$ cat config.mk
export PLATFORM = sky130hd
export DESIGN_NAME = dpcr_fifo
export DESIGN_NICKNAME = d
export VERILOG_FILES = /design/src/hdl/dpcr_pkg.sv /design/src/hdl/dpcr_fifo.sv
export SDC_FILE = /design/constraint.sdc
export NUM_CORES = 1
export LEC_CHECK = 0
export ABC_CLOCK_PERIOD_IN_PS = 24200
export BUFFER_PORTS_ARGS = -buffer_cell sky130_fd_sc_hd__clkbuf_2
export CORE_MARGIN = 5
export CORE_UTILIZATION = 48
export DETAILED_ROUTE_END_ITERATION = 8
export GPL_TIMING_DRIVEN = 0
export PLACE_DENSITY_LB_ADDON = 0.05
export SLEW_MARGIN = 0
export SYNTH_ARGS = -nofsm -noshare
export SYNTH_HDL_FRONTEND = slang
export SYNTH_SLANG_ARGS = --single-unit
$ cat constraint.sdc
create_clock -name clk -period 24.2 [get_ports clk]
set_clock_uncertainty 0.1 [all_clocks]
set_input_delay 4.84 -clock clk [delete_from_list [all_inputs] [get_ports clk]]
set_output_delay 4.84 -clock clk [all_outputs]
set_load 0.005 [all_outputs]
$ cat src/hdl/dpcr_pkg.sv
// Shared types, constants and helpers for the disk pair collision resolver.
// Used by every module of the block; depends on nothing else.
package dpcr_pkg;

	localparam int FRAC_BITS_DEF = 16;
	localparam int DATA_W        = 32;
	localparam int CD_W          = 31;
	localparam logic [CD_W-1:0] CD_RESET = 31'd655360;
	localparam int DISTSQ_W      = 62;
	localparam int ROOT_W        = 31;
	localparam int Q_DEPTH       = 4;
	localparam int Q_PTR_W       = 2;
	localparam int Q_CNT_W       = 3;

	typedef struct packed {
		logic signed [DATA_W-1:0] a_pos_x;
		logic signed [DATA_W-1:0] a_pos_y;
		logic signed [DATA_W-1:0] a_vel_x;
		logic signed [DATA_W-1:0] a_vel_y;
		logic signed [DATA_W-1:0] b_pos_x;
		logic signed [DATA_W-1:0] b_pos_y;
		logic signed [DATA_W-1:0] b_vel_x;
		logic signed [DATA_W-1:0] b_vel_y;
	} pair_t;

	typedef struct packed {
		pair_t                  pair;
		logic                   cand;
		logic [DISTSQ_W-1:0]    distsq;
		logic [CD_W-1:0]        dxm;
		logic [CD_W-1:0]        dym;
		logic                   dxs;
		logic                   dys;
		logic signed [DATA_W:0] rvx;
		logic signed [DATA_W:0] rvy;
		logic [CD_W-1:0]        cd;
	} job_t;

	typedef struct packed {
		logic  collided;
		pair_t pair;
	} res_t;

	function automatic logic signed [DATA_W-1:0] sat32(input logic signed [39:0] v);
		logic signed [39:0] hi;
		logic signed [39:0] lo;
		hi = 40'sd2147483647;
		lo = -40'sd2147483648;
		if (v > hi) begin
			sat32 = 32'sh7FFFFFFF;
		end else if (v < lo) begin
			sat32 = 32'sh80000000;
		end else begin
			sat32 = v[DATA_W-1:0];
		end
	endfunction

endpackage

$ cat src/hdl/dpcr_fifo.sv
// Short request queue between the front end and the back end.
// Depends on dpcr_pkg for the job type and depth.
module dpcr_fifo import dpcr_pkg::*; (
	input  logic  clk,
	input  logic  arst_n,
	input  logic  in_valid,
	output logic  in_ready,
	input  job_t  in_job,
	output logic  out_valid,
	input  logic  out_ready,
	output job_t  out_job
);

	job_t               mem_q [Q_DEPTH];
	logic [Q_PTR_W-1:0] wr_q, rd_q;
	logic [Q_CNT_W-1:0] cnt_q;
	logic               push, pop;

	assign in_ready  = (cnt_q != Q_CNT_W'(Q_DEPTH));
	assign out_valid = (cnt_q != '0);
	assign push      = in_valid && in_ready;
	assign pop       = out_valid && out_ready;
	assign out_job   = mem_q[rd_q];

	always_ff @(posedge clk or negedge arst_n) begin
		if (!arst_n) begin
			wr_q  <= '0;
			rd_q  <= '0;
			cnt_q <= '0;
		end else begin
			if (push) wr_q <= wr_q + 1'b1;
			if (pop)  rd_q <= rd_q + 1'b1;
			if (push && !pop) begin
				cnt_q <= cnt_q + 1'b1;
			end else if (pop && !push) begin
				cnt_q <= cnt_q - 1'b1;
			end
		end
	end

	always_ff @(posedge clk) begin
		if (push) mem_q[wr_q] <= in_job;
	end

endmodule

### Word level (Yosys, flattened, before mapping)

Memories as Yosys holds them, arrays and structs flattened.
Cells that the tools add are included.

* register bits after elaboration: 7
* RAM bits: 1920
* input port bits: 484
* word-level logic and storage cells: 21
* memories: 1

Memory list
* mem_q: words 4, bits a word 480, rd ports 1, clocked after Yosys merged registers in 0, write ports 1, RTL line dpcr_fifo.sv:14 `job_t mem_q [Q_DEPTH];`

* $add $sub $neg: 4
* eq/ne operators: 1
* multiplexer cells: 4
* reduce and logical (&&, ||, !) cells: 8

Operators by type and width (count)
* $mux W3: 2
* $add A2 B1 Y2 const B: 2
* $logic_and A1 B1 Y1: 4
* $add A3 B1 Y3 const B: 1
* $ne A3 B3 Y1 const B: 1
* $reduce_bool A3 Y1: 1
* $sub A3 B1 Y3 const B: 1
* $logic_not A1 Y1: 2
* $mux W1: 2
* $reduce_bool A2 Y1: 1

### Longest topological paths before layout

Gate-level depths: netlist of run 1.

* word-level depth: 6
* gate-level depth with buffers: 8

### Worst setup path before layout of run 1

Ideal clock, no wire load.

* path type: input port to flip-flop
* from: input port in_valid
* to: memory mem_q[0][0] (netlist name) (enable)
* setup time: 0.907 ns
* arrival: 15.984 ns
* required time: 23.193 ns
* setup slack: 7.209 ns
* stages: 2
* cell sequence: a21boi_2 and2_1

* word-level cells in the longest chain between the ends: 3

RTL lines
* start, declared: RTL line dpcr_fifo.sv:6 `input logic in_valid,`
* $logic_and A1 B1 Y1: RTL line dpcr_fifo.sv:21 `assign push = in_valid && in_ready;`
* $mux W1: RTL line dpcr_fifo.sv:42 `if (push) mem_q[wr_q] <= in_job;`
* $mux W1 (not written as such): RTL line dpcr_fifo.sv:42
* end, declared: RTL line dpcr_fifo.sv:14

Every way passes these cells.

==> results of run 1 <==
## state kept, by name (all words and copies together) (netlist names)
signal  flops
wr_q        2
mem_q    1920
rd_q        2
cnt_q       3
## cell type report
class	count	area (sq um)	share of cell area
sequential	1927	57830	0.6700
clock buffer	248	5142	0.05958
buffer	108	914.6	0.01060
multi-input combinational	505	12840	0.1488
inverter	3	11.26	0.0001305
tap	1930	2415	0.02798
timing repair buffer	1009	6003	0.06956
clock inverter	117	1050	0.01216
antenna	40	100.1	0.001160
## kinds of logic (layout without fill, tap and decap cells)
logic type / Yosys count / after routing / synth area share
other: 0 / 40 / 0
muxes: 482 / 482 / 0.1765
DFF: 1927 / 1927 / 0.8078
xor gates and xnor gates: 6 / 6 / 0.0007341
buffers and inverters: 111 / 1485 / 0.01293
AOI/OAI and AO/OA: 1 / 1 / 0.0001573
and+or+nand+nor: 10 / 10 / 0.0007166
adders and majority gates: 6 / 6 / 0.001154
## layer usage
layer	up-vias	wire [microns]	part of all wire	global-route usage
met3	327	16950	0.098	0.08987
met1	16890	60820	0.35	0.2451
met4	58	6190	0.036	0.08197
met2	1096	88260	0.51	0.3681
li1	14160	-	-	-
met5	-	374	0.0022	0
## through the flow
stage	power, mW	area [sq um]
2_1_floorplan	6.508	71590
5_1_grt	10.91	86260
3_5_place_dp	7.740	80020
3_3_place_gp	8.259	78830
6_report	10.46	86310
4_1_cts	10.62	86210
## where the power goes
group          internal [mW]  total [mW]  switching [mW]  leakage [nW]
logic                   1.36        3.09            1.73          10.2
registers               4.40        4.51           0.110          17.7
clock network           1.66        2.87            1.22          3.00
## Yosys cell counts
master,count,share of area
a21boi_2,1,0.00016
and2_1,4,0.00035
buf_2,41,0.0029
buf_4,9,0.00094
buf_6,49,0.0077
buf_8,5,0.0010
clkbuf_1,4,0.00021
dfrtp_1,7,0.0024
edfxtp_1,1920,0.81
fa_1,1,0.00028
ha_1,5,0.00087
inv_1,3,0.00016
mux2_2,2,0.00031
mux4_1,480,0.18
nand2_1,2,0.00010
nand3_1,1,0.000070
nor2_1,2,0.00010
or3_1,1,0.000087
xnor2_1,4,0.00049
xor2_1,2,0.00024
## path summary, 6_finish.rpt
check | startpoint | cells past startpoint | slack (ps) | to
setup / recovery | rd_q[1] | 5 | 16010 | out_job[87]
hold / removal | cnt_q[0] | 1 | 460 | cnt_q[0]
setup reg to reg | cnt_q[0] | 7 | 20820 | mem_q[0][167]
hold reg to reg | cnt_q[0] | 1 | 460 | cnt_q[0]
max in group asynchronous | arst_n | 1 | 20020 | wr_q[0]
min in group asynchronous | arst_n | 1 | 3810 | cnt_q[0]
==> flow_summary.json, run 1 <==
{
  "insertion_delay_ps": 760,
  "cp.buffers_inverters": 4,
  "hold_class": "flip-flop to flip-flop",
  "cp-end-kind": "output port",
  "setup-violations-final": 0,
  "max_stage_delay_ps": 770,
  "portBuffers": 965,
  "synth_area_sq_um": 71590,
  "root_buffer": "clkbuf_16",
  "syn_area_per_cell_sq_um": 28.15,
  "firstDrtPassIters": 5,
  "die_w_microns": 396.2,
  "drive_gt1_frac": 0.3536,
  "power_density_nw_per_um2": 121.2,
  "grtUsageTotal": 0.2163,
  "area_delta_synth_final_pct": 20.56,
  "ys_seq_area_frac": 0.8078,
  "dp_hpwl_microns": 122600,
  "setup-tns-final_ps": 0,
  "status": "finished, final reports clean",
  "final_cell_mix": "edfxtp_1 (1920), clkbuf_2 (965), mux4_1 (480)",
  "post-route-drc-count": 0,
  "final_nets": 4240,
  "ys_ff_latch": 1927,
  "rsz0062_at_grt": "no",
  "cts_tree": "built",
  "drtIter0Drc": 1680,
  "finalWorstSetupSlack_ps": 16010,
  "io-pin-count": 966,
  "gp_congestion": 0.7643,
  "antenna_found_initial": 86,
  "postCtsSetupBuffers": 0,
  "maxCapViolCount": 0,
  "max_slew_margin": 0.3470,
  "vias": 32530,
  "overflow": 0,
  "grt_max_degree": 57,
  "dieArea_sq_um": 157000,
  "peakVddDrop_uv": 84.50,
  "wl_per_cell_microns": 29.32,
  "avgViaCountPerCell": 5.525,
  "clk_pin_slew_ps": 60,
  "initial_core_util": 0.4837,
  "cp.required_ps": 19260,
  "yosysUniqueCellTypes": 20,
  "crit_fanout": 10,
  "die_h_microns": 396.2,
  "coreArea_sq_um": 148000,
  "ctsHoldBuffers": 0,
  "arrival_ps": 3250,
  "leakagePower_nw": 30.86,
  "crit_family": "buffers and inverters",
  "hold_viol": 0,
  "critical_path_class": "flip-flop to output port",
  "cts_resized": 0,
  "worst_slew_pin_slew_ps": 979.5,
  "postLayoutCoreUtil": 0.5831,
  "wl_microns": 172600,
  "cp_cell_sequence": "clkbuf_1 > clkbuf_1 > buf_2 > mux4_1 > clkbuf_2",
  "cts.sinks": 1927,
  "layout_commonest_cell": "edfxtp_1",
  "dp_slack_ps": 16340,
  "max_freq_ghz": 0.1221,
  "final_cells": 5887,
  "worst_path_most_repeated_cell": "clkbuf_1",
  "ys_warn_count": 0,
  "ant_nets": 0,
  "cp-start-kind": "flip-flop",
  "nFillCells": 10700,
  "netlist_instances": 2543,
  "grt_pass1_wl_microns": 241600,
  "synth_fp_nets": 3033,
  "fin_crit_ps": 8188,
  "period_share": 0.3384,
  "grt_pass1_vias": 34160,
  "slowest_stage": "clkbuf_1",
  "dp.cells": 5482,
  "clockBufferDepth": 3,
  "cts_buffers": 196,
  "final_max_slew_viol_count": 0,
  "num_rows": 141,
  "htreeDepth": 4,
  "hold_ws_ps": 464.7
}
Power figures use the tool's default switching activity.
==> run 2: changes to the inputs <==
--- a/config.mk
+++ b/config.mk
@@ -5,7 +5,7 @@
 export SDC_FILE = /design/constraint.sdc
 export NUM_CORES = 1
 export LEC_CHECK = 0
-export ABC_CLOCK_PERIOD_IN_PS = 24200
+export ABC_CLOCK_PERIOD_IN_PS = 8150
 export BUFFER_PORTS_ARGS = -buffer_cell sky130_fd_sc_hd__clkbuf_2
 export CORE_MARGIN = 5
 export CORE_UTILIZATION = 48
==> constraint.sdc (replaced) <==
create_clock -name clk -period 8.15 [get_ports clk]
set_clock_uncertainty 0.1 [all_clocks]
set_input_delay 1.63 -clock clk [delete_from_list [all_inputs] [get_ports clk]]
set_output_delay 1.63 -clock clk [all_outputs]
set_load 0.005 [all_outputs]
==> run 2 against run 1 <==
  * Clock power grew to 2.9 times the previous value
  * Count of clock-buffer cells in the layout fell by 5
  * Wire length decreased by 0.44%
  * Worst hold slack worse by 23 ps
  * Combinational power rose to 2.9 times the previous value
  * Sequential power rose to 3.0 times the previous value
  * Core utilization decreased by 0.20 points
  * Non-clock buffer count is 4 lower
  * Critical endpoint unchanged
  * Cell count is 0.48% lower
  * Critical path depth unchanged
  * Largest power group unchanged
  * Die area is the same
  * Register-to-register slack got worse by 16000 ps
==> flow_summary.json, run 2 (synthesis gave the netlist of run 1 again) <==
{
  "status": "finished, final reports clean",
  "final_cells": 5859,
  "cp-end-kind": "output port",
  "largest_reg_flops": 1920,
  "power_mw": 30.78,
  "worst_slew_pin_slew_ps": 1070,
  "postCtsSetupBuffers": 0,
  "firstDrtPassIters": 5,
  "wl_per_cell_microns": 29.33,
  "post-route-drc-count": 0,
  "vias": 32400,
  "dp_hpwl_microns": 121400,
  "coreArea_sq_um": 148000,
  "crit_fanout": 10,
  "fin_crit_ps": 4900,
  "worst_path_most_repeated_cell": "clkbuf_1",
  "hold_end": "cnt_q[2]",
  "final_max_slew_viol_count": 0,
  "power_density_nw_per_um2": 357.9,
  "num_rows": 141,
  "wl_microns": 171800,
  "reg2regPathDepth": 6,
  "antenna_found_initial": 68,
  "maxCapViolCount": 0,
  "cp.buffers_inverters": 4,
  "crit_family": "buffers and inverters",
  "cts_resized": 0,
  "drtIter0Drc": 1766,
  "dieArea_sq_um": 157000,
  "hold_viol": 0,
  "initial_core_util": 0.4837,
  "drive_gt1_frac": 0.3526,
  "critical_path_class": "flip-flop to output port",
  "grt_pass1_vias": 34050,
  "hold_depth": 1,
  "hold_class": "flip-flop to flip-flop",
  "nFillCells": 10750,
  "rr_endpoint": "mem_q[1][91]",
  "ctsHoldBuffers": 0,
  "dp.cells": 5478,
  "die_w_microns": 396.2,
  "cp_cell_sequence": "clkbuf_1 > clkbuf_1 > buf_2 > mux4_1 > clkbuf_2",
  "layout_commonest_cell": "edfxtp_1",
  "grtUsageTotal": 0.2165,
  "cp.required_ps": 6420,
  "overflow": 0,
  "rsz0062_at_grt": "no",
  "ant_nets": 0,
  "cts_buffers": 194,
  "area_delta_synth_final_pct": 20.15,
  "clockBufferDepth": 3,
  "max_freq_ghz": 0.2041,
  "clk_pin_slew_ps": 60,
  "cts.sinks": 1927,
  "max_stage_delay_ps": 820,
  "min_from": "cnt_q[2]",
  "reg2reg_from": "cnt_q[0]",
  "portBuffers": 965,
  "period_share": 0.6013,
  "slowest_stage": "clkbuf_1",
  "cp-start-kind": "flip-flop",
  "arrival_ps": 3170,
  "peakVddDrop_uv": 214.3,
  "largest-register": "mem_q",
  "r2r_slack_ps": 5150,
  "die_h_microns": 396.2,
  "place_area_sq_um": 79920,
  "avgViaCountPerCell": 5.530,
  "grt_max_degree": 60,
  "final_nets": 4234,
  "insertion_delay_ps": 780,
  "cts_tree": "built",
  "largestRegisters": "mem_q: 1920 flops, cnt_q: 3 flops",
  "max_slew_margin": 0.2867,
  "leakagePower_nw": 30.77,
  "final_cell_area_sq_um": 86010,
  "final_cell_mix": "edfxtp_1 (1920), clkbuf_2 (965), mux4_1 (480)",
  "grt_pass1_wl_microns": 242700,
  "htreeDepth": 4,
  "setup-violations-final": 0,
  "root_buffer": "clkbuf_16",
  "gp_congestion": 0.7751,
  "io-pin-count": 966
}
## run 2: report_power, final
| group | switching (mW) | internal [mW] | leakage, nW | total (mW) |
|---|---|---|---|---|
| logic | 5.10 | 4.01 | 10.2 | 9.11 |
| registers | 0.322 | 13.1 | 17.7 | 13.4 |
| clock network | 3.53 | 4.78 | 2.94 | 8.30 |
| total | 8.95 | 21.8 | 30.8 | 30.8 |
## run 2: metal layers
metal  GRT usage  wire [microns]  vias to the layer above  part of all wire
li1            -               -                    14150                 -
met1      0.2418           61020                    16850              0.36
met2      0.3719           88260                     1055              0.51
met3     0.09439           16860                      309             0.098
met4     0.07510            5457                       38             0.032
met5           0             243                        -            0.0014
## run 2: worst max path at each step
stage,startpoint,to,slack [ps],depth (start not counted)
3_3_place_gp,in_valid,mem_q[3][149],-4920,3
6_report,rd_q[1],out_job[87],3250,5
3_5_place_dp,in_valid,mem_q[1][155],3860,6
5_1_grt,rd_q[1],out_job[87],2990,5
2_1_floorplan,in_valid,mem_q[0][0],-210,2
4_1_cts,rd_q[1],out_job[111],3020,5
## run 2: final cells by class
class | instances | area, sq um | share of cell area
Antenna cell | 29 | 72.57 | 0.0008437
Buffer | 108 | 914.6 | 0.01063
Clock buffer | 243 | 5230 | 0.06081
Clock inverter | 109 | 787.0 | 0.009150
Inverter | 3 | 11.26 | 0.0001309
Multi-Input combinational cell | 505 | 12840 | 0.1493
Sequential cell | 1927 | 57830 | 0.6724
Tap cell | 1930 | 2415 | 0.02808
Timing Repair Buffer | 1005 | 5908 | 0.06869
## run 2: worst register-to-register path: stages, from the launching register on
cell and delay [ps]:
dfrtp_1 420, nor2_1 90, a21boi_2 340, and2_4 700
buf_16 400, buf_16 330, buf_12 300
## run 2: stage by stage
stage / setup slack [ps] / utilization / hold slack (ps) / setup TNS (ps)
6_report: 3250 / 0.5811 / 441.8 / 0
5_1_grt: 2992 / 0.5808 / 475.7 / 0
4_1_cts: 3016 / 0.5806 / 440.7 / 0
3_5_place_dp: 3859 / 0.5400 / 432.4 / 0
3_3_place_gp: -4920 / 0.5326 / 419.1 / -9315760
2_1_floorplan: -211.4 / - / 392.6 / -405950
==> run 3: changes to the inputs <==
--- a/config.mk
+++ b/config.mk
@@ -5,7 +5,7 @@
 export SDC_FILE = /design/constraint.sdc
 export NUM_CORES = 1
 export LEC_CHECK = 0
-export ABC_CLOCK_PERIOD_IN_PS = 8150
+export ABC_CLOCK_PERIOD_IN_PS = 4600
 export BUFFER_PORTS_ARGS = -buffer_cell sky130_fd_sc_hd__clkbuf_2
 export CORE_MARGIN = 5
 export CORE_UTILIZATION = 48
==> constraint.sdc (replaced) <==
create_clock -name clk -period 4.6 [get_ports clk]
set_clock_uncertainty 0.1 [all_clocks]
set_input_delay 0.92 -clock clk [delete_from_list [all_inputs] [get_ports clk]]
set_output_delay 0.92 -clock clk [all_outputs]
set_load 0.005 [all_outputs]
==> run 3 against run 2 <==
  * Worst hold slack got worse by 200 ps
  * Sequential power rose by 77%
  * Largest power group unchanged
  * Clock power rose by 89%
  * Core utilization rose by 0.32 points
==> flow_summary.json, run 3 (synthesis gave the netlist of run 1 again) <==
{
  "status": "finished, final reports clean",
  "antenna_found_initial": 80,
  "max_slew_margin": 0.3479,
  "r2r_slack_ps": 1300,
  "grt_max_degree": 57,
  "crit_end": "out_job[308]",
  "dieArea_sq_um": 157000,
  "die_w_microns": 396.2,
  "ant_nets": 0,
  "num_rows": 141,
  "maxCapViolCount": 0,
  "io-pin-count": 966,
  "clockBufferDepth": 3,
  "rr_endpoint": "mem_q[2][237]",
  "peakVddDrop_uv": 439.8,
  "grt_pass1_vias": 33910,
  "drive_gt1_frac": 0.3578,
  "period_share": 0.9074,
  "critical_path_class": "flip-flop to output port",
  "avgViaCountPerCell": 5.535,
  "initial_core_util": 0.4837,
  "layout_commonest_cell": "edfxtp_1",
  "die_h_microns": 396.2,
  "dp_slack_ps": 779.2,
  "power_mw": 55.51,
  "cts_tree": "built",
  "post-route-drc-count": 0,
  "root_buffer": "clkbuf_16",
  "setup-violations-final": 0,
  "portBuffers": 965,
  "grt_pass1_wl_microns": 240600,
  "fin_crit_ps": 4174,
  "coreArea_sq_um": 148000,
  "cts.sinks": 1927,
  "vias": 32520,
  "cts_buffers": 193,
  "cp-end-kind": "output port",
  "area_delta_synth_final_pct": 20.81,
  "largest_reg_flops": 1920,
  "final_max_slew_viol_count": 0,
  "largest-register": "mem_q",
  "wl_microns": 171500,
  "finalWorstSetupSlack_ps": 425.8,
  "place_area_sq_um": 79940,
  "largestRegisters": "mem_q: 1920 flops, cnt_q: 3 flops",
  "htreeDepth": 4,
  "critPathLaunch": "rd_q[1]",
  "firstDrtPassIters": 5,
  "rsz0062_at_grt": "no",
  "reg2regPathDepth": 7,
  "hold_viol": 0,
  "hold_class": "primary input to flip-flop",
  "worst_slew_pin_slew_ps": 978.2,
  "min_from": "in_job[18]",
  "cp.required_ps": 3580,
  "wl_per_cell_microns": 29.19,
  "cp-start-kind": "flip-flop",
  "power_density_nw_per_um2": 641.9,
  "reg2reg_from": "cnt_q[0]",
  "max_freq_ghz": 0.2396,
  "leakagePower_nw": 30.96,
  "final_nets": 4234,
  "final_cell_mix": "edfxtp_1 (1920), clkbuf_2 (965), mux4_1 (480)",
  "overflow": 0,
  "insertion_delay_ps": 760,
  "crit_fanout": 10,
  "arrival_ps": 3150,
  "clk_pin_slew_ps": 60,
  "gp_congestion": 0.7645,
  "grtUsageTotal": 0.2147,
  "dp_hpwl_microns": 120900,
  "cts_resized": 0,
  "final_cell_area_sq_um": 86480,
  "drtIter0Drc": 1815,
  "nFillCells": 10700
}
-- run 3: how the worst min path moves through the flow --
| stage | end | slack [ps] | cells after the start |
|---|---|---|---|
| final | mem_q[0][18] | 240 | 1 |
| after global routing | mem_q[2][400] | 190 | 1 |
| after CTS | mem_q[0][18] | 160 | 1 |
| after detailed placement | cnt_q[0] | 470 | 1 |
| after global placement | cnt_q[0] | 440 | 1 |
| after floorplan | cnt_q[0] | 420 | 1 |
-- run 3: critical path: stages (launching register included) --
cell,delay (ps)
dfrtp_1,320
clkbuf_1,260
clkbuf_1,770
buf_2,430
mux4_1,410
clkbuf_2,180
-- run 3: report_power, final --
group          switching [mW]  total (mW)  internal [mW]  leakage, nW
logic                    9.07        16.2           7.10         10.2
registers               0.568        23.7           23.1         17.7
clock network            6.37        15.7           9.28         3.12
total                    16.0        55.5           39.5         31.0
-- run 3: stage by stage --
| stage | hold slack [ps] | cells | TNS (ps) | utilization |
|---|---|---|---|---|
| 3_5_place_dp | 467.5 | 5478 | 0 | 0.5401 |
| 3_3_place_gp | 435.8 | 5438 | -6063600 | 0.5327 |
| 6_report | 242.7 | 5875 | 0 | 0.5843 |
| 4_1_cts | 164.3 | 5832 | 0 | 0.5836 |
| 5_1_grt | 185.0 | 5854 | 0 | 0.5839 |
| 2_1_floorplan | 416.8 | 2543 | -919340 | - |
-- run 3: area by class of cell --
cell class	instances	area, sq um	share of cell area
flip-flops and latches	1927	57830	0.6687
clock buffers	234	5175	0.05984
plain buffers	108	914.6	0.01058
inverters	3	11.26	0.0001302
clock inverters	119	1255	0.01451
multi-input cells	505	12850	0.1486
repair buffers	1006	5926	0.06852
diodes	43	107.6	0.001244
well taps	1930	2415	0.02792
-- run 3: routing by layer --
metal | wire length (microns) | GRT usage | vias up
met3 | 17150 | 0.09201 | 313
li1 | - | - | 14130
met5 | 387 | 0 | -
met2 | 89020 | 0.3693 | 1019
met1 | 59460 | 0.2404 | 17000
met4 | 5487 | 0.07529 | 60
-- run 3: repair_timing --
action	CTS	global route
setup buffers	0	0
hold buffers	1	0
hold endpoints to repair	7	0
